===== src/design/cubic_bezier_point_eval_defines.svh =====
// assertion macros shared by the bezier evaluator rtl
// no dependencies; included by the modules that carry assertions
`ifndef CUBIC_BEZIER_POINT_EVAL_DEFINES_SVH
`define CUBIC_BEZIER_POINT_EVAL_DEFINES_SVH

// same-cycle implication, disabled while reset is asserted
`define BCZ_ASSERT_IMP(label, clk, rst_n, ante, cons, msg) \
    label: assert property (@(posedge clk) disable iff (!rst_n) (ante) |-> (cons)) \
        else $error(msg);

// next-cycle implication, disabled while reset is asserted
`define BCZ_ASSERT_NXT(label, clk, rst_n, ante, cons, msg) \
    label: assert property (@(posedge clk) disable iff (!rst_n) (ante) |=> (cons)) \
        else $error(msg);

`endif


===== src/design/bcz_pkg.sv =====
// shared types and constants of the cubic bezier point evaluator
// no dependencies
`default_nettype none

package bcz_pkg;

    localparam int COORD_W  = 9;
    localparam int STEP_W   = 7;
    localparam int NUM_CTRL = 4;
    localparam int REG_IDX_W = 3;

    typedef logic [COORD_W-1:0] t_coord;

    typedef enum logic [REG_IDX_W-1:0] {
        REG_CTRL0_X = 3'd0,
        REG_CTRL0_Y = 3'd1,
        REG_CTRL1_X = 3'd2,
        REG_CTRL1_Y = 3'd3,
        REG_CTRL2_X = 3'd4,
        REG_CTRL2_Y = 3'd5,
        REG_CTRL3_X = 3'd6,
        REG_CTRL3_Y = 3'd7
    } t_reg_idx;

endpackage

`default_nettype wire


===== src/design/bcz_mac.sv =====
// two-stage pipeline: weights times control coordinates, then the per-axis sums
// depends on bcz_pkg
`default_nettype none

module bcz_mac #(
    parameter int STEPS = 100
) (
    input  wire logic                                  i_clk,
    input  wire logic                                  i_rst_n,
    input  wire logic                                  i_in_valid,
    output      logic                                  o_in_ready,
    input  wire logic [3:0][3*$clog2(STEPS+1)-1:0]     i_w,
    input  wire bcz_pkg::t_coord                       i_ctrl_x [bcz_pkg::NUM_CTRL],
    input  wire bcz_pkg::t_coord                       i_ctrl_y [bcz_pkg::NUM_CTRL],
    output      logic                                  o_out_valid,
    input  wire logic                                  i_out_ready,
    output      logic [3*$clog2(STEPS+1)+bcz_pkg::COORD_W-1:0] o_num_x,
    output      logic [3*$clog2(STEPS+1)+bcz_pkg::COORD_W-1:0] o_num_y
);
    import bcz_pkg::*;

    localparam int SW  = $clog2(STEPS + 1);
    localparam int NW  = 3 * SW + COORD_W;
    localparam int NST = 2;

    logic [NST-1:0] r_v;
    logic [NST-1:0] en;

    logic [NW-1:0] r_px [NUM_CTRL];
    logic [NW-1:0] r_py [NUM_CTRL];
    logic [NW-1:0] r_sx, r_sy;

    always_comb begin
        en[NST-1] = !r_v[NST-1] || i_out_ready;
        en[0]     = !r_v[0] || en[1];
    end

    assign o_in_ready  = en[0];
    assign o_out_valid = r_v[NST-1];

    always_ff @(posedge i_clk) begin
        if (!i_rst_n) begin
            r_v <= '0;
        end else begin
            if (en[0]) r_v[0] <= i_in_valid;
            if (en[1]) r_v[1] <= r_v[0];
        end
    end

    // the user must change control points only while the pipeline is empty; the block itself does not enforce it
    always_ff @(posedge i_clk) begin
        if (en[0]) begin
            for (int k = 0; k < NUM_CTRL; k++) begin
                r_px[k] <= NW'(i_w[k]) * NW'(i_ctrl_x[k]);
                r_py[k] <= NW'(i_w[k]) * NW'(i_ctrl_y[k]);
            end
        end
    end

    always_ff @(posedge i_clk) begin
        if (en[1]) begin
            r_sx <= r_px[0] + r_px[1] + r_px[2] + r_px[3];
            r_sy <= r_py[0] + r_py[1] + r_py[2] + r_py[3];
        end
    end

    assign o_num_x = r_sx;
    assign o_num_y = r_sy;

endmodule

`default_nettype wire


===== config.mk =====
export PLATFORM = sky130hd
export DESIGN_NAME = bcz_mac
export DESIGN_NICKNAME = d
export VERILOG_FILES = /design/src/design/cubic_bezier_point_eval_defines.svh /design/src/design/bcz_pkg.sv /design/src/design/bcz_mac.sv
export SDC_FILE = /design/constraint.sdc
export NUM_CORES = 2
export LEC_CHECK = 0
export BUFFER_PORTS_ARGS = -buffer_cell sky130_fd_sc_hd__buf_4
export CAP_MARGIN = 5
export CELL_PAD_IN_SITES_DETAIL_PLACEMENT = 0
export CELL_PAD_IN_SITES_GLOBAL_PLACEMENT = 1
export CORE_MARGIN = 1.5
export CORE_UTILIZATION = 35
export CTS_CLUSTER_DIAMETER = 100
export CTS_CLUSTER_SIZE = 40
export DETAILED_ROUTE_END_ITERATION = 8
export PLACE_DENSITY = 0.69
export REMOVE_ABC_BUFFERS = 1
export SLEW_MARGIN = 20
export SYNTH_ARGS = -nofsm -noshare
export SYNTH_HDL_FRONTEND = slang
export SYNTH_SLANG_ARGS = --single-unit

===== constraint.sdc =====
create_clock -name i_clk -period 9.4 [get_ports i_clk]
set_clock_uncertainty 0.1 [all_clocks]
set_input_delay 1.41 -clock i_clk [delete_from_list [all_inputs] [get_ports i_clk]]
set_output_delay 1.41 -clock i_clk [all_outputs]
set_load 0.01 [all_outputs]

**Yosys cells after proc, flatten, opt, wreduce, memory -nomap -nowiden**

Memories as Yosys holds them, arrays and structs flattened.
Index checks and enable logic that the tools add are counted.

- Bits in registers: 62
- RAM bits: 240
- Bits of input ports: 160
- Memories: 2

Memories:

| memory | words | width | read ports | clocked after Yosys merged registers in | wr ports | line | source |
|---|---|---|---|---|---|---|---|
| r_px | 4 | 30 | 4 | 0 | 4 | bcz_mac.sv:29 | `logic [NW-1:0] r_px [NUM_CTRL];` |
| r_py | 4 | 30 | 4 | 0 | 4 | bcz_mac.sv:30 | `logic [NW-1:0] r_py [NUM_CTRL];` |

- Add/sub/neg operators: 6
- Multipliers: 8
- Muxes and demuxes: 2
- Reduce and logical (&&, ||, !) cells: 4

Operator list:

| cell | count |
|---|---|
| 21-bit by 9-bit multiplier with 30-bit output | 8 |
| 30-bit adder | 6 |
| 1-bit logical NOT | 2 |
| 1-bit logical OR | 2 |
| 1-bit two-way mux | 2 |

**Longest topological paths before layout**

- Depth after elaboration: 5
- Gate-level depth with buffers: 20
- Depth with buffers taken out: 18

**Worst setup path after synthesis**

Ideal clock, no wire load.

- Path type: in2out
- From: input i_out_ready
- To: output o_in_ready
- Arrival time: 6,561 ps
- Data required time: 7,890 ps
- Setup slack: 1,329 ps
- Stages: 2
- Path buffers: 0
- Path through: nor2b_1 -> nand2_1

- Word-level cells in the longest chain between the ends: 2

Ends and longest elaborated chain:

| element | line | source |
|---|---|---|
| from (decl) | bcz_mac.sv:16 | `input wire logic i_out_ready,` |
| 1-bit logical OR | bcz_mac.sv:34 | `en[NST-1] = !r_v[NST-1] \|\| i_out_ready;` |
| 1-bit logical OR | bcz_mac.sv:35 | `en[0] = !r_v[0] \|\| en[1];` |
| to (decl) | bcz_mac.sv:11 | `output logic o_in_ready,` |

No other way between the ends.

==> results.cfg <==
[run]
maxCapViolations = 0

[clock_network]
h-tree-depth = 1
cts_hold_buf = 0
cts_resized = 0
cts.path.max_buffers = 3
clk_latency_ps = 620
cts_buffers = 22
numClockSinks = 302
clk_pin_slew_ps = 130
post-cts-setup-buffer-count = 0
cts_tree = done
clockRootBuffer = clkbuf_16

[grt]
groute.usage.overall_pct = 19.9
grt_overflow = 0
grt_pass1_wl_um = 281000
grt_max_degree = 169
antenna_found_initial = 3
grt_pass1_vias = 48200

[synthesis]
synth_compound_gate_area_share_pct = 8.12
synth-simple-area-share_pct = 17.0
ys.flop_type = edfxtp_1
ys_ff_latch = 302
yosys.area_share.xor_xnor_pct = 3.19
yosysTopAreaCell = fa_1
synth_seq_area_share_pct = 14.5
syn_inst = 6632
synth_area_per_cell_um2 = 9.39
synth_adder_area_share_pct = 47.4
yosys-top-cells-area = fa_1 (38%), edfxtp_1 (14%), ha_1 (9.2%)
synth_top_family_by_area = adder cells
synth_edf_count = 300
synth_top_area_share_pct = 38.2
netlist_area_um2 = 62300
ys_warn_count = 0
yosysUniqueCellTypes = 90
ys_async_sr_fraction_pct = 0
muxShareOfSynthArea_pct = 0.0803

[floorplanning]
initial_core_util_pct = 35.3
core_um2 = 176000
num_rows = 154
die-area_um2 = 181000
die_x_um = 425
num_io_pins = 222
die-height_um = 425

[critical_path]
arrival_ps = 6180
crit_type = in -> reg
crit_path_start_kind = input pin
worstSetupEndpointType = flip-flop
cp.required_ps = 9630
cp_max_fo = 21

[sta]
finalCriticalPeriod_ps = 5950
fin_tns_setup_ps = 0
rsz0062_at_grt = false
relSlewSlack_pct = 28.4
setup_ws_ps = 3450
slew_viol_final = 0
tightest_slew_ps = 1070
max_freq_mhz = 168
timing.final.crit_share_pct = 63.3
setup_violations = 0
finalHoldViolCount = 0

[detailed_routing]
ant_nets = 0
routed_via_density = 5.00
post-route-drc-count = 0
drt_pass1_iterations = 5
avgRoutedWirePerCell_um = 19.6
vias = 44800
wl_um = 176000
dr.first_iter.drc_count = 2557

[place]
placedCellCount = 8915
dp_slack_ps = 2870
portBuffers = 221
gp_congestion = 0.898
place_hpwl_um = 144000

[cells_and_area]
fin_nets = 8405
stdcell_count = 8958
drive_gt1_share_pct = 4.70
area_growth_pct = 7.22
utilization_pct = 37.8

[outcome]
status = finished, final reports clean

[min_path]
hp-class = reg -> reg
==> flip-flops by register name (all words and copies together), names as in the netlist <==
register / count
r_py: 120
o_num_y: 30
r_px: 120
o_num_x: 30
r_v: 2
==> final cells by class <==
type,instances,area (um2)
diodes,3,7.51
multi-input cells,4725,47200
clock buffers,22,551
repair buffers,224,1690
well taps,2340,2930
clock inverters,18,382
fillers,17900,110000
inverters,1324,4970
flip-flops and latches,302,9050
==> synthesized netlist by cell type, drive strengths merged (67+ instances only) <==
| master | count |
|---|---|
| inv | 1324 |
| a21o | 94 |
| xor2 | 67 |
| nor2 | 164 |
| fa | 1188 |
| ha | 458 |
| nand2 | 805 |
| o21ai | 148 |
| edfxtp | 300 |
| a21oi | 228 |
| and2 | 875 |
| clkbuf | 274 |
| xnor2 | 160 |
==> placed cells by master (no fill, tap or decap), types with 24 or more instances in the layout <==
cell type	netlist	layout
edfxtp_1	300	300
nor2b_1	31	31
nand3_1	44	44
nand4_1	27	27
a31oi_1	24	24
xnor2_1	160	160
o21bai_1	30	30
ha_1	458	458
inv_1	1324	1323
o21a_1	46	46
nand2b_1	29	29
a21oi_1	228	228
nor3_1	32	32
nand2_1	805	804
fa_1	1188	1188
o211ai_1	25	25
buf_4	0	223
o21ai_0	135	135
xor2_1	67	67
a211oi_1	33	33
and2_1	873	873
nor2_1	164	164
a21o_1	94	94
==> logic make-up (layout without fill, tap and decap cells) <==
| group | Yosys count | count (layout) |
|---|---|---|
| fa+ha+maj | 1646 | 1646 |
| other cells | 0 | 3 |
| xor+xnor | 227 | 227 |
| flops | 302 | 302 |
| buf+inv | 1605 | 1588 |
| simple gates | 2085 | 2085 |
| compound gates | 762 | 762 |
| mux | 5 | 5 |
==> stage by stage <==
stage / hold WS (ps) / cell area (um2)
detailed placement: 449 / 65800
global route: 513 / 66800
floorplan: 363 / 61200
global placement: 429 / 65800
finish: 473 / 66800
CTS: 480 / 66800
==> metal layers <==
layer	wire [um]	track usage (%)	part of all wire, %	up-vias
met3	5520	1.24	3.1	134
met1	79700	27.3	45	23400
met4	3760	3.77	2.1	0
met5	0	0	0	-
li1	-	-	-	20300
met2	86900	34.9	49	880
==> worst max-delay path, stage by stage <==
cell       delay (ps)
buf_4             240
nand2_1           130
fa_1              560
inv_1              60
fa_1              480
fa_1              600
inv_1              60
fa_1              480
inv_1              50
ha_1              320
nand3_1           180
a211oi_1          100
o41ai_2           540
a21oi_1           230
a31oi_1           360
mux2i_1           220
o2111ai_1         150
==> final timing paths <==
path | startpoint | to | slack, ps | depth (start not counted)
worst max-delay path | i_ctrl_y[9] | r_py[2][26] | 3450 | 17
worst min-delay path | r_v[0] | r_v[1] | 470 | 1
worst max register to register | r_px[3][1] | o_num_x[27] | 4680 | 11
worst min register to register | r_v[0] | r_v[1] | 470 | 1
Power is not shown: default switching activity piles up to over one toggle a cycle in this logic, so the estimate is an artifact.
