## src/design/cubic_bezier_point_eval_defines.svh

```systemverilog
// assertion macros shared by the bezier evaluator rtl
// no dependencies; included by the modules that carry assertions
`ifndef CUBIC_BEZIER_POINT_EVAL_DEFINES_SVH
`define CUBIC_BEZIER_POINT_EVAL_DEFINES_SVH

// same-cycle implication, disabled while reset is asserted
`define BCZ_ASSERT_IMP(label, clk, rst_n, ante, cons, msg) \
    label: assert property (@(posedge clk) disable iff (!rst_n) (ante) |-> (cons)) \
        else $error(msg);

// next-cycle implication, disabled while reset is asserted
`define BCZ_ASSERT_NXT(label, clk, rst_n, ante, cons, msg) \
    label: assert property (@(posedge clk) disable iff (!rst_n) (ante) |=> (cons)) \
        else $error(msg);

`endif

```

## src/design/bcz_pkg.sv

```systemverilog
// shared types and constants of the cubic bezier point evaluator
// no dependencies
`default_nettype none

package bcz_pkg;

    localparam int COORD_W  = 9;
    localparam int STEP_W   = 7;
    localparam int NUM_CTRL = 4;
    localparam int REG_IDX_W = 3;

    typedef logic [COORD_W-1:0] t_coord;

    typedef enum logic [REG_IDX_W-1:0] {
        REG_CTRL0_X = 3'd0,
        REG_CTRL0_Y = 3'd1,
        REG_CTRL1_X = 3'd2,
        REG_CTRL1_Y = 3'd3,
        REG_CTRL2_X = 3'd4,
        REG_CTRL2_Y = 3'd5,
        REG_CTRL3_X = 3'd6,
        REG_CTRL3_Y = 3'd7
    } t_reg_idx;

endpackage

`default_nettype wire

```

## src/design/bcz_weight.sv

```systemverilog
// three-stage pipeline: clamps the step and forms the four bernstein weights
// depends on bcz_pkg and the assertion macro header
`default_nettype none
`include "cubic_bezier_point_eval_defines.svh"

module bcz_weight #(
    parameter int STEPS = 100
) (
    input  wire logic                           i_clk,
    input  wire logic                           i_rst_n,
    input  wire logic                           i_in_valid,
    output      logic                           o_in_ready,
    input  wire logic [bcz_pkg::STEP_W-1:0]     i_step,
    output      logic                           o_out_valid,
    input  wire logic                           i_out_ready,
    output      logic [3:0][3*$clog2(STEPS+1)-1:0] o_w
);
    import bcz_pkg::*;

    localparam int SW  = $clog2(STEPS + 1);
    localparam int WW  = 3 * SW;
    localparam int NST = 3;
    localparam longint unsigned DEN = longint'(STEPS) * STEPS * STEPS;

    logic [NST-1:0] r_v;
    logic [NST-1:0] en;

    // stage a: clamped step and its complement
    logic [SW-1:0]   r_a_i, r_a_r, n_a_i;
    // stage b: second-order products
    logic [SW-1:0]   r_b_i, r_b_r;
    logic [2*SW-1:0] r_b_i2, r_b_r2, r_b_ir;
    // stage c: weights
    logic [WW-1:0]   r_w0, r_w1, r_w2, r_w3;
    logic [WW-1:0]   n_t1, n_t2;

    always_comb begin
        en[NST-1] = !r_v[NST-1] || i_out_ready;
        for (int k = NST - 2; k >= 0; k--) begin
            en[k] = !r_v[k] || en[k+1];
        end
    end

    assign o_in_ready  = en[0];
    assign o_out_valid = r_v[NST-1];

    always_ff @(posedge i_clk) begin
        if (!i_rst_n) begin
            r_v <= '0;
        end else begin
            if (en[0]) r_v[0] <= i_in_valid;
            for (int k = 1; k < NST; k++) begin
                if (en[k]) r_v[k] <= r_v[k-1];
            end
        end
    end

    always_comb begin
        if (32'(i_step) > STEPS) begin
            n_a_i = SW'(STEPS);
        end else begin
            n_a_i = SW'(i_step);
        end
    end

    always_ff @(posedge i_clk) begin
        if (en[0]) begin
            r_a_i <= n_a_i;
            r_a_r <= SW'(STEPS) - n_a_i;
        end
    end

    always_ff @(posedge i_clk) begin
        if (en[1]) begin
            r_b_i  <= r_a_i;
            r_b_r  <= r_a_r;
            r_b_i2 <= (2*SW)'(r_a_i) * (2*SW)'(r_a_i);
            r_b_r2 <= (2*SW)'(r_a_r) * (2*SW)'(r_a_r);
            r_b_ir <= (2*SW)'(r_a_i) * (2*SW)'(r_a_r);
        end
    end

    // the weights are binomial terms of s^3, so they fit ww bits after the times-three
    assign n_t1 = WW'(r_b_ir) * WW'(r_b_r);
    assign n_t2 = WW'(r_b_ir) * WW'(r_b_i);

    always_ff @(posedge i_clk) begin
        if (en[2]) begin
            r_w0 <= WW'(r_b_r2) * WW'(r_b_r);
            r_w1 <= (n_t1 << 1) + n_t1;
            r_w2 <= (n_t2 << 1) + n_t2;
            r_w3 <= WW'(r_b_i2) * WW'(r_b_i);
        end
    end

    assign o_w = {r_w3, r_w2, r_w1, r_w0};

    `BCZ_ASSERT_IMP(a_weight_sum, i_clk, i_rst_n, r_v[2],
        ((WW+2)'(r_w0) + (WW+2)'(r_w1) + (WW+2)'(r_w2) + (WW+2)'(r_w3))
            == (WW+2)'(DEN),
        "bernstein weights do not sum to steps cubed")
    `BCZ_ASSERT_IMP(a_step_split, i_clk, i_rst_n, r_v[0],
        (32'(r_a_i) + 32'(r_a_r)) == STEPS,
        "step and complement do not add up to steps")
    `BCZ_ASSERT_NXT(a_step_clamp, i_clk, i_rst_n,
        i_in_valid && en[0] && (32'(i_step) > STEPS),
        32'(r_a_i) == STEPS,
        "step beyond the end was not clamped")

endmodule

`default_nettype wire

```

## config.mk

```make
export PLATFORM = sky130hd
export DESIGN_NAME = bcz_weight
export DESIGN_NICKNAME = d
export VERILOG_FILES = /design/src/design/bcz_pkg.sv /design/src/design/bcz_weight.sv
export VERILOG_INCLUDE_DIRS = /design/src /design/src/design
export SDC_FILE = /design/constraint.sdc
export NUM_CORES = 1
export LEC_CHECK = 0
export BUFFER_PORTS_ARGS = -buffer_cell sky130_fd_sc_hd__buf_2
export CAP_MARGIN = 20
export CORE_MARGIN = 3
export CORE_UTILIZATION = 50
export DETAILED_ROUTE_END_ITERATION = 7
export GPL_TIMING_DRIVEN = 0
export PLACE_DENSITY = 0.67
export SLEW_MARGIN = 25
export SYNTH_ARGS = -nofsm -noshare
export SYNTH_HDL_FRONTEND = slang
export SYNTH_SLANG_ARGS = --single-unit
```

## constraint.sdc

```tcl
create_clock -name i_clk -period 7.7 [get_ports i_clk]
set_input_delay 0.77 -clock i_clk [delete_from_list [all_inputs] [get_ports i_clk]]
set_output_delay 0.77 -clock i_clk [all_outputs]
set_load 0.02 [all_outputs]
```

### Yosys cells after proc, flatten, opt, wreduce, memory -nomap -nowiden

Cells that the tools add are included.

* $add $sub $neg: 3
* multipliers: 7
* $lt $le $gt $ge: 1
* multiplexer cells: 1
* reductions and logical operators: 6

Operators by type and width (count)
* 14-bit by 7-bit multiplier with 21-bit output: 4
* 21-bit adder: 2
* 7-bit by 7-bit multiplier with 14-bit output: 3
* 7-bit > comparator (second input constant): 1
* 7-bit two-way mux: 1
* 7-bit subtractor (first input constant): 1
* 1-bit logical NOT: 3
* 1-bit logical OR: 3

* register bits after elaboration: 157
* bits of input ports: 11
* output and inout port bits: 86
* word-level logic and storage cells: 32

### Depth between registers and ports, before layout

* depth after elaboration: 4
* mapped depth: 27
* gate-level depth less buffers: 26

### Worst setup path after synthesis

No wires, ideal clock.

* path type: flip-flop to flip-flop
* start: register r_b_i[1]
* end: register r_w2[20], data pin
* setup time: 0.260 ns
* arrival: 5.863 ns
* data required time: 7.440 ns
* path slack: 1.577 ns
* cell stages (with the launch flop): 27
* path buffers: 1
* clock period less this slack: 6.123 ns
* cells stage by stage: edfxtp_1 -> clkbuf_1 -> and2_1 -> fa_1 -> inv_1 -> fa_1 -> inv_1 -> fa_1 -> inv_1 -> fa_1 -> inv_1 -> ha_1 -> o21ai_0 -> o21ai_1 -> a31oi_1 -> xnor2_1 -> ha_1 -> a21oi_1 -> nor2b_1 -> o21ai_0 -> nand2_1 -> a21o_1 -> o31a_1 -> a2111oi_0 -> nor3_1 -> a31oi_1 -> xnor2_1

* word-level cells in the longest chain between the ends: 2

Ends and longest elaborated chain
* from (decl): line bcz_weight.sv:31 `logic [SW-1:0] r_b_i, r_b_r;`
* from (signal assigned): line bcz_weight.sv:75 `r_b_i <= r_a_i;`
* 14-bit by 7-bit multiplier with 21-bit output: line bcz_weight.sv:85 `assign n_t2 = WW'(r_b_ir) * WW'(r_b_i);`
* 21-bit adder: line bcz_weight.sv:91 `r_w2 <= (n_t2 << 1) + n_t2;`
* to (signal assigned): line bcz_weight.sv:91
* to (decl): line bcz_weight.sv:34 `logic [WW-1:0] r_w0, r_w1, r_w2, r_w3;`

No other way between the ends.
A chain may end at the register's enable or synchronous reset.

### Final worst setup path

* start: register r_b_i[3]
* end: register r_w2[20], data pin

The elaborated chain is that of the path after synthesis.

==> results.cfg <==
[placement]
dp.final_hpwl_um = 36700
dp.cells = 2864
numPortBuffers = 96
place_congestion = 0.904

[cells_and_area]
syn2layout_area_growth_pct = 8.24
fillers = 3783
drive_above_1_share = 0.0632
stdcell_count = 2897
regArea_sq_um = 4380
nNetsFinal = 2907
multi_input_area_sq_um = 15500

[global_routing]
grt_pass1_vias = 15800
grt_pass1_wl_um = 76300
grtUsageTotal = 0.208
antenna_found_initial = 0
gr-total-overflow = 0
grt_start_max_net_pins = 51

[critical_path]
worstReg2RegEnd = r_w2[20]
path_common_cell = fa_1
setup.worst_path.class = register to register
crit_cells = 23
crit_chain = clkbuf_1 > and2_1 > fa_1 > fa_1 > fa_1 > inv_1 > fa_1 > inv_1 > ha_1 > nor3_1 > nor2_1 > a31oi_1 > xnor2_1 > ha_1 > nor2b_1 > o21ai_0 > nand2_1 > a21o_1 > o31a_1 > a2111oi_0 > nor3_1 > a31oi_1 > xnor2_1
r2r_setup_slack_ns = 0.65
crit_slowest_cell = edfxtp_1
critical_path.max_stage_delay_ns = 0.57
cp-startpoint = r_b_i[3]
path_max_fanout = 10
worstRegToRegCells = 23
crit_required_ns = 7.91
cp_data_arrival_time_ns = 7.25
cp-end-kind = register
path_delay_family = adder cells
r2r-start = r_b_i[3]
critPathBufInv = 3
crit_path_start_kind = register
worstSetupEndpoint = r_w2[20]

[clock_tree]
tritoncts = yes
cts_sinks = 147
ctsRootBufferMaster = clkbuf_16
clkLatencyLatePin_ns = 0.46
cts_buffers = 17
clock_path_buffers = 2
h-tree-depth = 4
cts_setup_buffers = 0
cts.clk_slew.worst_paths_ns = 0.07
hold_buffers = 0

[floorplanning]
row_count = 75
initial_core_util = 0.510
die_w_um = 214
coreArea_sq_um = 42200
die_y_um = 214
dieArea_sq_um = 45600
io_pins = 97

[synth]
synth.avg_cell_area_sq_um = 9.68
synth_top_area_share = 0.261
yosysMostFrequentCell = inv_1
async_flop_share = 0
synthTopCellsByCount = inv_1 (383), fa_1 (281), ha_1 (271)
synth_warnings = 0
synth_top_cells_by_area = fa_1 (26%), edfxtp_1 (20%), ha_1 (16%)
synth_edf_count = 144
synthFlopType = edfxtp_1
syn_area_sq_um = 21500
ys_types = 71
synth_seq_area_share = 0.204
synth-seq-cells = 147
yosysTopAreaCell = fa_1
synthCells = 2225

[run]
cap_violations = 0

[timing]
rsz0062_at_grt = no
maxSlewViolCount = 0
worstMarginPinSlew_ns = 0.719
finalClockSkew_ns = 0.0117
setup_violations = 0
min_period_over_period = 0.915
slew_headroom = 0.521
max_freq_ghz = 0.142
final_hold_viol_count = 0
post-route-min-period_ns = 7.05
tns_ns = 0

[routing]
route.detailed.drc = 0
vias = 15300
first_pass_iters = 4
drt_iter0_markers = 767
ant_nets = 0
avgRoutedWirePerCell_um = 15.4
vias_per_cell = 5.27
routed_wl_um = 44600

[hold_path]
hold_class = register to register
hold_depth = 2

[status]
status = completed
## sequential cells by signal (all words and copies together) (netlist names), 7 cells and up
signal  flops
r_w0       21
r_b_ir     13
r_b_i       7
r_w3       20
r_w2       20
r_b_r2     12
r_a_i       7
r_w1       20
r_b_i2     12
## worst register-to-register path, stage by stage (launching register included)
cell       delay, ns
edfxtp_1        0.57
clkbuf_1        0.47
and2_1          0.23
fa_1            0.44
fa_1            0.50
fa_1            0.50
inv_1           0.05
fa_1            0.49
inv_1           0.05
ha_1            0.33
nor3_1          0.07
nor2_1          0.46
a31oi_1         0.25
xnor2_1         0.34
ha_1            0.34
nor2b_1         0.16
o21ai_0         0.15
nand2_1         0.09
a21o_1          0.17
o31a_1          0.25
a2111oi_0       0.41
nor3_1          0.17
a31oi_1         0.24
xnor2_1         0.08
## metal layers
layer	wire, um	track usage
met5	0	0
met1	20200	0.276
met2	21400	0.352
met4	1330	0.0757
met3	1650	0.0293
## layout make-up
cell class	count	share of cell area
multi-input cells	1633	0.664
flip-flops and latches	147	0.188
inverters	383	0.0618
well taps	539	0.0289
repair buffers	97	0.0215
clock buffers	18	0.0184
plain buffers	65	0.0110
clock inverters	14	0.00628
diodes	1	0.000107
## kinds of logic after synthesis
kind of cell | after synthesis | synth area share
simple gates | 666 | 0.158
fa+ha+maj | 552 | 0.419
buf+inv | 448 | 0.0786
compound gates | 267 | 0.0815
flops | 147 | 0.204
xor+xnor | 139 | 0.0574
mux | 4 | 0.00198
other cells | 2 | 0.000349
## cell usage in the layout, fill, tap and decap left out, drive strengths merged, types with 13 or more instances in the layout
cell type	n
a31oi	13
fa	281
nand3	21
edfxtp	144
xor2	34
nand2	229
o21a	14
nor2b	20
a21o	26
nand2b	20
ha	271
a21oi	80
buf	100
nor2	68
nor3	31
xnor2	105
o21bai	25
and2	236
inv	391
clkbuf	80
o21ai	47
## metrics by stage
step	hold WS (ns)	instance area, sq um	util	setup slack, ns
floorplan	0.459	21500	-	1.58
CTS	0.506	23300	0.552	0.669
global placement	0.465	22700	0.538	0.769
detailed placement	0.487	22700	0.538	0.707
finish	0.498	23300	0.552	0.654
global route	0.529	23300	0.552	0.0133
## worst min-delay path by stage
stage / to / start / slack [ns]
after floorplan: r_v[1] / r_v[0] / 0.46
after global placement: r_v[1] / r_v[0] / 0.47
after detailed placement: r_v[1] / r_v[0] / 0.49
after CTS: r_v[1] / r_v[0] / 0.51
after global routing: r_v[1] / r_v[0] / 0.53
final: r_v[1] / r_v[0] / 0.50
## repair_timing
action	4_1_cts	5_1_grt
resized for setup	0	2
endpoints found under the hold margin	0	0
endpoints found under the setup margin	0	1
Power is not shown: default switching activity piles up to over one toggle a cycle in this logic, so the estimate is an artifact.
