===== src/design/cubic_bezier_point_eval_defines.svh =====
// assertion macros shared by the bezier evaluator rtl
// no dependencies; included by the modules that carry assertions
`ifndef CUBIC_BEZIER_POINT_EVAL_DEFINES_SVH
`define CUBIC_BEZIER_POINT_EVAL_DEFINES_SVH

// same-cycle implication, disabled while reset is asserted
`define BCZ_ASSERT_IMP(label, clk, rst_n, ante, cons, msg) \
    label: assert property (@(posedge clk) disable iff (!rst_n) (ante) |-> (cons)) \
        else $error(msg);

// next-cycle implication, disabled while reset is asserted
`define BCZ_ASSERT_NXT(label, clk, rst_n, ante, cons, msg) \
    label: assert property (@(posedge clk) disable iff (!rst_n) (ante) |=> (cons)) \
        else $error(msg);

`endif


===== src/design/bcz_pkg.sv =====
// shared types and constants of the cubic bezier point evaluator
// no dependencies
`default_nettype none

package bcz_pkg;

    localparam int COORD_W  = 9;
    localparam int STEP_W   = 7;
    localparam int NUM_CTRL = 4;
    localparam int REG_IDX_W = 3;

    typedef logic [COORD_W-1:0] t_coord;

    typedef enum logic [REG_IDX_W-1:0] {
        REG_CTRL0_X = 3'd0,
        REG_CTRL0_Y = 3'd1,
        REG_CTRL1_X = 3'd2,
        REG_CTRL1_Y = 3'd3,
        REG_CTRL2_X = 3'd4,
        REG_CTRL2_Y = 3'd5,
        REG_CTRL3_X = 3'd6,
        REG_CTRL3_Y = 3'd7
    } t_reg_idx;

endpackage

`default_nettype wire


===== src/design/bcz_div.sv =====
// two-stage divider by the constant steps cubed, done as a multiply by a scaled reciprocal
// depends on bcz_pkg and the assertion macro header
`default_nettype none
`include "cubic_bezier_point_eval_defines.svh"

module bcz_div #(
    parameter int STEPS = 100
) (
    input  wire logic                                  i_clk,
    input  wire logic                                  i_rst_n,
    input  wire logic                                  i_in_valid,
    output      logic                                  o_in_ready,
    input  wire logic [3*$clog2(STEPS+1)+bcz_pkg::COORD_W-1:0] i_num_x,
    input  wire logic [3*$clog2(STEPS+1)+bcz_pkg::COORD_W-1:0] i_num_y,
    output      logic                                  o_out_valid,
    input  wire logic                                  i_out_ready,
    output      bcz_pkg::t_coord                       o_quot_x,
    output      bcz_pkg::t_coord                       o_quot_y
);
    import bcz_pkg::*;

    localparam int SW  = $clog2(STEPS + 1);
    localparam int NW  = 3 * SW + COORD_W;
    localparam int NST = 2;
    localparam longint unsigned DEN = longint'(STEPS) * STEPS * STEPS;
    // numerator is at most 511 times the divisor, so a shift of 9 + 2*log2(den)
    // keeps the reciprocal error below one quotient step
    localparam int DW  = $clog2(DEN);
    localparam int SH  = COORD_W + 2 * DW;
    localparam int MW  = COORD_W + DW + 1;
    localparam int LW  = MW / 2;
    localparam int HW  = MW - LW;
    localparam int PW  = NW + MW;
    localparam int QFW = PW - SH;
    localparam logic [127:0] RECIP_WIDE =
        ((128'd1 << SH) + 128'(DEN) - 128'd1) / 128'(DEN);
    localparam logic [MW-1:0] RECIP    = MW'(RECIP_WIDE);
    localparam logic [LW-1:0] RECIP_LO = RECIP[LW-1:0];
    localparam logic [HW-1:0] RECIP_HI = RECIP[MW-1:LW];

    logic [NST-1:0] r_v;
    logic [NST-1:0] en;

    logic [NW+LW-1:0] r_plo_x, r_plo_y;
    logic [NW+HW-1:0] r_phi_x, r_phi_y;
    logic [PW-1:0]    n_prod_x, n_prod_y;
    logic [QFW-1:0]   r_qw_x, r_qw_y;

    always_comb begin
        en[NST-1] = !r_v[NST-1] || i_out_ready;
        en[0]     = !r_v[0] || en[1];
    end

    assign o_in_ready  = en[0];
    assign o_out_valid = r_v[NST-1];

    always_ff @(posedge i_clk) begin
        if (!i_rst_n) begin
            r_v <= '0;
        end else begin
            if (en[0]) r_v[0] <= i_in_valid;
            if (en[1]) r_v[1] <= r_v[0];
        end
    end

    // reciprocal split in halves to keep each multiplier narrow
    always_ff @(posedge i_clk) begin
        if (en[0]) begin
            r_plo_x <= (NW+LW)'(i_num_x) * (NW+LW)'(RECIP_LO);
            r_phi_x <= (NW+HW)'(i_num_x) * (NW+HW)'(RECIP_HI);
            r_plo_y <= (NW+LW)'(i_num_y) * (NW+LW)'(RECIP_LO);
            r_phi_y <= (NW+HW)'(i_num_y) * (NW+HW)'(RECIP_HI);
        end
    end

    assign n_prod_x = (PW'(r_phi_x) << LW) + PW'(r_plo_x);
    assign n_prod_y = (PW'(r_phi_y) << LW) + PW'(r_plo_y);

    always_ff @(posedge i_clk) begin
        if (en[1]) begin
            r_qw_x <= n_prod_x[PW-1:SH];
            r_qw_y <= n_prod_y[PW-1:SH];
        end
    end

    assign o_quot_x = r_qw_x[COORD_W-1:0];
    assign o_quot_y = r_qw_y[COORD_W-1:0];

    `BCZ_ASSERT_IMP(a_quot_range, i_clk, i_rst_n, r_v[NST-1],
        (r_qw_x[QFW-1:COORD_W] == '0) && (r_qw_y[QFW-1:COORD_W] == '0),
        "quotient exceeds the coordinate range")
    `BCZ_ASSERT_NXT(a_out_hold, i_clk, i_rst_n, o_out_valid && !i_out_ready,
        o_out_valid && $stable(o_quot_x) && $stable(o_quot_y),
        "stalled result changed or dropped")
    `BCZ_ASSERT_IMP(a_ready_chain, i_clk, i_rst_n, i_out_ready,
        o_in_ready,
        "divider stalls although the output side is ready")

endmodule

`default_nettype wire


===== config.mk =====
export PLATFORM = sky130hd
export DESIGN_NAME = bcz_div
export DESIGN_NICKNAME = d
export VERILOG_FILES = /design/src/design/bcz_pkg.sv /design/src/design/bcz_div.sv
export VERILOG_INCLUDE_DIRS = /design/src /design/src/design
export SDC_FILE = /design/constraint.sdc
export NUM_CORES = 2
export LEC_CHECK = 0
export ABC_AREA = 1
export BUFFER_PORTS_ARGS = -buffer_cell sky130_fd_sc_hd__buf_2
export CAP_MARGIN = 40
export CORE_ASPECT_RATIO = 0.6
export CORE_MARGIN = 2
export CORE_UTILIZATION = 50
export DETAILED_ROUTE_END_ITERATION = 16
export GPL_TIMING_DRIVEN = 0
export MAX_ROUTING_LAYER = met4
export PLACE_DENSITY = 0.7
export SLEW_MARGIN = 20
export SYNTH_ARGS = -nofsm -noshare
export SYNTH_HDL_FRONTEND = slang
export SYNTH_SLANG_ARGS = --single-unit

===== constraint.sdc =====
create_clock -name i_clk -period 6.9 [get_ports i_clk]
set_input_delay 1.38 -clock i_clk [delete_from_list [all_inputs] [get_ports i_clk]]
set_output_delay 1.38 -clock i_clk [all_outputs]
set_load 0.05 [all_outputs]

---- Word-level counts from Yosys, hierarchy flattened ----
Cells that the tools add are included.
W data, S select, Z words.
word-level totals
  register bits ........................... 194
  word-level logic and storage cells ...... 18
cells by class
  add/sub/neg operators ................... 2
  multiply operators ...................... 4
  reductions and logical operators ........ 4
operators by type and width
  cell                      count
  $add A58 B45 Y58          2
  $mul A30 B14 Y44 const B  2
  $mul A30 B15 Y43 const B  2
  $logic_not A1 Y1          2
  $logic_or A1 B1 Y1        2

---- Depth between registers and ports, before layout ----
  depth in word-level cells ............... 3
  depth in mapped cells ................... 26
  gate-level depth less buffers ........... 26

---- Worst setup path before layout ----
OpenSTA, ideal clock, no wires.
  kind .................................... in2reg
  start ................................... input i_out_ready
  end ..................................... register r_phi_x[0] (enable)
  library setup time ...................... 1.748 ns
  arrival time ............................ 5.050 ns
  required time ........................... 5.152 ns
  slack ................................... 0.102 ns
  cell stages on the path ................. 2
  path buffers ............................ 0
  cells stage by stage .................... inv_1 > nand3_1
between the ends
  word-level cells in the longest chain between the ends .. 2
RTL lines
  element               line           source
  from (decl)           bcz_div.sv:16  input wire logic i_out_ready,
  $logic_or A1 B1 Y1    bcz_div.sv:50  en[NST-1] = !r_v[NST-1] || i_out_ready;
  $logic_or A1 B1 Y1    bcz_div.sv:51  en[0] = !r_v[0] || en[1];
  via o_in_ready        bcz_div.sv:12  output logic o_in_ready,
  to (signal assigned)  bcz_div.sv:70  r_phi_x <= (NW+HW)'(i_num_x) * (NW+HW)'(RECIP_HI);
  to (decl)             bcz_div.sv:45  logic [NW+HW-1:0] r_phi_x, r_phi_y;
The timed path passes the listed nets, and every way through them passes these cells.
A chain may end at the register's enable or synchronous reset.

---- Final worst setup path ----
  start ................................... input i_num_x[15] (netlist name)
  end ..................................... register r_plo_x[44], data pin
between the ends
  word-level cells in the longest chain between the ends .. 1
RTL lines
  element               line           source
  from (decl)           bcz_div.sv:13  input wire logic [3*$clog2(STEPS+1)+bcz_pkg::COORD_W-1:0] i_num_x,
  $mul A30 B14 Y44      bcz_div.sv:69  r_plo_x <= (NW+LW)'(i_num_x) * (NW+LW)'(RECIP_LO);
  to (signal assigned)  bcz_div.sv:69
  to (decl)             bcz_div.sv:44  logic [NW+LW-1:0] r_plo_x, r_plo_y;
No other way between the ends.

==> impl_metrics.prom <==
# TYPE chip_impl_metric gauge
chip_impl_info{name="outcome",value="finished clean"} 1
chip_impl_metric{name="asyncSetResetFlopFracSynth",unit=""} 0
chip_impl_metric{name="io_buffer_count",unit=""} 83
chip_impl_info{name="worstSetupStartpointType",value="input pin"} 1
chip_impl_metric{name="hpwl",unit="um"} 117200
chip_impl_metric{name="max_slew.worst_pin.slew",unit="ns"} 0.6344
chip_impl_metric{name="finalSetupViolations",unit=""} 0
chip_impl_metric{name="post-cts-setup-buffers",unit=""} 0
chip_impl_metric{name="maxcap_viol_count",unit=""} 0
chip_impl_info{name="synth-main-ff-cell",value="edfxtp_1"} 1
chip_impl_metric{name="grt_overflow_total",unit=""} 0
chip_impl_metric{name="die_extent_in_x",unit="um"} 374.9
chip_impl_metric{name="row_count",unit=""} 81
chip_impl_info{name="hold_path_class",value="flip-flop to flip-flop"} 1
chip_impl_metric{name="worst-endpoint-arrival",unit="ns"} 6.93
chip_impl_metric{name="drt-vias-per-instance",unit=""} 5.101
chip_impl_metric{name="number_of_antenna_repair_diodes",unit=""} 0
chip_impl_metric{name="gp_congestion",unit=""} 1.023
chip_impl_metric{name="post_synth_num_cell_types",unit=""} 32
chip_impl_metric{name="design.portCount",unit=""} 84
chip_impl_metric{name="worst_case_register_to_register_setup_slack",unit="ns"} 4.34
chip_impl_metric{name="finalMaxSlewViolations",unit=""} 0
chip_impl_metric{name="clock-sinks",unit=""} 166
chip_impl_metric{name="timing_hold_violations_final",unit=""} 0
chip_impl_info{name="timing.critical_path.from",value="i_num_x[15]"} 1
chip_impl_metric{name="gr-usage-all-layers",unit=""} 0.3286
chip_impl_info{name="final_common_cell",value="inv_1"} 1
chip_impl_metric{name="setup_ws",unit="ns"} 0.1797
chip_impl_metric{name="drive_gt1_frac",unit=""} 0.03745
chip_impl_metric{name="number_of_gates_resized_after_cts",unit=""} 0
chip_impl_metric{name="avgRoutedWirePerCell",unit="um"} 19.39
chip_impl_metric{name="cp.required",unit="ns"} 7.11
chip_impl_metric{name="holdWs",unit="ns"} 0.4925
chip_impl_metric{name="area_growth_syn_to_layout",unit="%"} 5.892
chip_impl_metric{name="worstRegToRegCells",unit=""} 10
chip_impl_metric{name="die_height",unit="um"} 226.5
chip_impl_metric{name="hold_depth",unit=""} 2
chip_impl_metric{name="antenna_violations_before_repair",unit=""} 3
chip_impl_metric{name="maximum_root_to_sink_buffer_count",unit=""} 2
chip_impl_metric{name="netlist_area_pre_place",unit="um2"} 41260
chip_impl_metric{name="die_area",unit="um2"} 84910
chip_impl_metric{name="fmax",unit="GHz"} 0.1488
chip_impl_metric{name="clk_pin_slew",unit="ns"} 0.07
chip_impl_metric{name="htree_levels",unit=""} 4
chip_impl_metric{name="timing.final.crit_period",unit="ns"} 6.720
chip_impl_metric{name="clkLatencyLatePin",unit="ns"} 0.46
chip_impl_metric{name="postSynthRegisterBits",unit=""} 166
chip_impl_metric{name="cts_inserted_buffers",unit=""} 17
chip_impl_metric{name="max-slew-margin-rel",unit=""} 0.5766
chip_impl_metric{name="portion_of_the_post_synthesis_area_used_by_sequential_elements",unit=""} 0.1203
chip_impl_info{name="unrepaired_setup_endpoints_after_global_routing",value="false"} 1
chip_impl_metric{name="finalCritPeriodShare",unit=""} 0.9740
chip_impl_metric{name="routed_wl",unit="um"} 130700
chip_impl_metric{name="num_vias",unit=""} 34382
chip_impl_info{name="critPathCapture",value="r_plo_x[44]"} 1
chip_impl_metric{name="crit_fanout",unit=""} 9
chip_impl_metric{name="grt_first_pass_wirelength",unit="um"} 201100
chip_impl_info{name="type_of_the_worst_setup_path",value="input pin to flip-flop"} 1
chip_impl_info{name="endpoint_kind",value="flip-flop"} 1
chip_impl_metric{name="fp.coreArea",unit="um2"} 81580
chip_impl_metric{name="drt_pass1_iterations",unit=""} 6
chip_impl_metric{name="dp_cells",unit=""} 6708
chip_impl_metric{name="syn_nets",unit=""} 6814
chip_impl_info{name="reg2reg_to",value="r_qw_x[7]"} 1
chip_impl_info{name="tritoncts",value="done"} 1
chip_impl_info{name="worstReg2RegStart",value="r_phi_x[26]"} 1
chip_impl_metric{name="pre_cts_setup_slack",unit="ns"} -0.1278
chip_impl_metric{name="synth-edff-count",unit=""} 164
chip_impl_metric{name="floorplan.initialDensity",unit=""} 0.5057
chip_impl_metric{name="clock_skew",unit="ns"} 0.01425
chip_impl_metric{name="maximum_number_of_pins_on_one_net_before_global_route_repair",unit=""} 51
chip_impl_metric{name="cts.hold.buffers_added",unit=""} 0
chip_impl_metric{name="detail_route.iter0.violations",unit=""} 3676
chip_impl_metric{name="via_count_of_the_first_global_routing_pass",unit=""} 33057
chip_impl_metric{name="final_core_utilization",unit=""} 0.5355
chip_impl_metric{name="layoutNonFillerInstCount",unit=""} 6740
chip_impl_metric{name="remaining_drc_errors",unit=""} 0
chip_impl_metric{name="antenna_nets_post_route",unit=""} 0
chip_impl_info{name="clockRootBuffer",value="clkbuf_16"} 1
chip_impl_metric{name="syn-mean-instance-area",unit="um2"} 7.444
chip_impl_metric{name="synthCells",unit=""} 5543
chip_impl_metric{name="design.final.nets",unit=""} 6920
chip_impl_metric{name="synth_warn",unit=""} 0
chip_impl_info{name="most-common-layout-cells",value="1620 x inv_1, 1436 x nand2_1, 702 x ha_1"} 1
[kinds of logic after synthesis]
| group | after synthesis | synth area share |
|---|---|---|
| and+or+nand+nor | 2149 | 0.2128 |
| buffers and inverters | 1620 | 0.1474 |
| adders and majority gates | 1207 | 0.4579 |
| AOI/OAI and AO/OA | 286 | 0.03718 |
| DFF | 166 | 0.1203 |
| xor gates and xnor gates | 115 | 0.02441 |
[routing by layer]
metal,vias to the layer above,global-route usage,part of all wire
met5,-,-,0
met4,0,0.01990,0.0036
met3,45,0.1267,0.15
met2,1488,0.3573,0.31
met1,16081,0.5502,0.54
li1,16768,-,-
[final cells by class]
type / count / area [um2]
Inverter: 1620 / 6081
Multi-Input combinational cell: 3757 / 30230
Clock buffer: 17 / 425.4
Tap cell: 1079 / 1350
Timing Repair Buffer: 87 / 498.0
Fill cell: 8005 / 37890
Clock inverter: 14 / 145.1
Sequential cell: 166 / 4965
[sequential cells by signal, indices dropped and copies added, names as in the netlist]
name / count
r_phi_x: 43
r_phi_y: 43
r_plo_x: 30
r_plo_y: 30
r_qw_x: 9
r_qw_y: 9
r_v: 2
[worst min-delay path by stage]
stage	slack, ns	end	start
6_report	0.49	r_v[1]	r_v[0]
5_1_grt	0.52	r_v[1]	r_v[0]
4_1_cts	0.50	r_v[1]	r_v[0]
3_5_place_dp	0.49	r_v[1]	r_v[0]
3_3_place_gp	0.43	r_v[1]	r_v[0]
2_1_floorplan	0.43	r_v[1]	r_v[0]
[worst max-delay path, cell delays in order]
cell     delay (ns)
buf_2          0.40
inv_1          0.22
fa_1           0.57
inv_1          0.04
ha_1           0.18
or2_2          0.31
fa_1           0.54
fa_1           0.41
ha_1           0.30
inv_1          0.06
fa_1           0.47
inv_1          0.04
ha_1           0.37
a21oi_1        0.37
nand2_1        0.31
a21oi_1        0.25
nand3_2        0.29
nand2_1        0.21
nand2_1        0.06
nand2_1        0.06
nand2_1        0.06
[stage by stage]
step | setup TNS [ns] | instance area (um2)
after floorplan | 0 | 41260
after global placement | -256.69 | 43030
after detailed placement | -0.2300 | 43110
after CTS | 0 | 43680
after global routing | 0 | 43690
final | 0 | 43690
[cell usage after synthesis, drive strengths merged (27+ instances only)]
cell type	number	area (um2)
a21oi	159	795.8
inv	1620	6081
o21bai	27	202.7
fa	505	10110
nand2	1467	5584
xnor2	32	280.3
ha	702	8783
xor2	83	727.0
nand3	180	996.0
o21ai	83	422.9
edfxtp	164	4925
nor2	389	1533
nor3	46	235.2
Power is left out: the tool's default activity adds up to more than one toggle a clock period on the data nets, which glitch-free logic cannot reach.
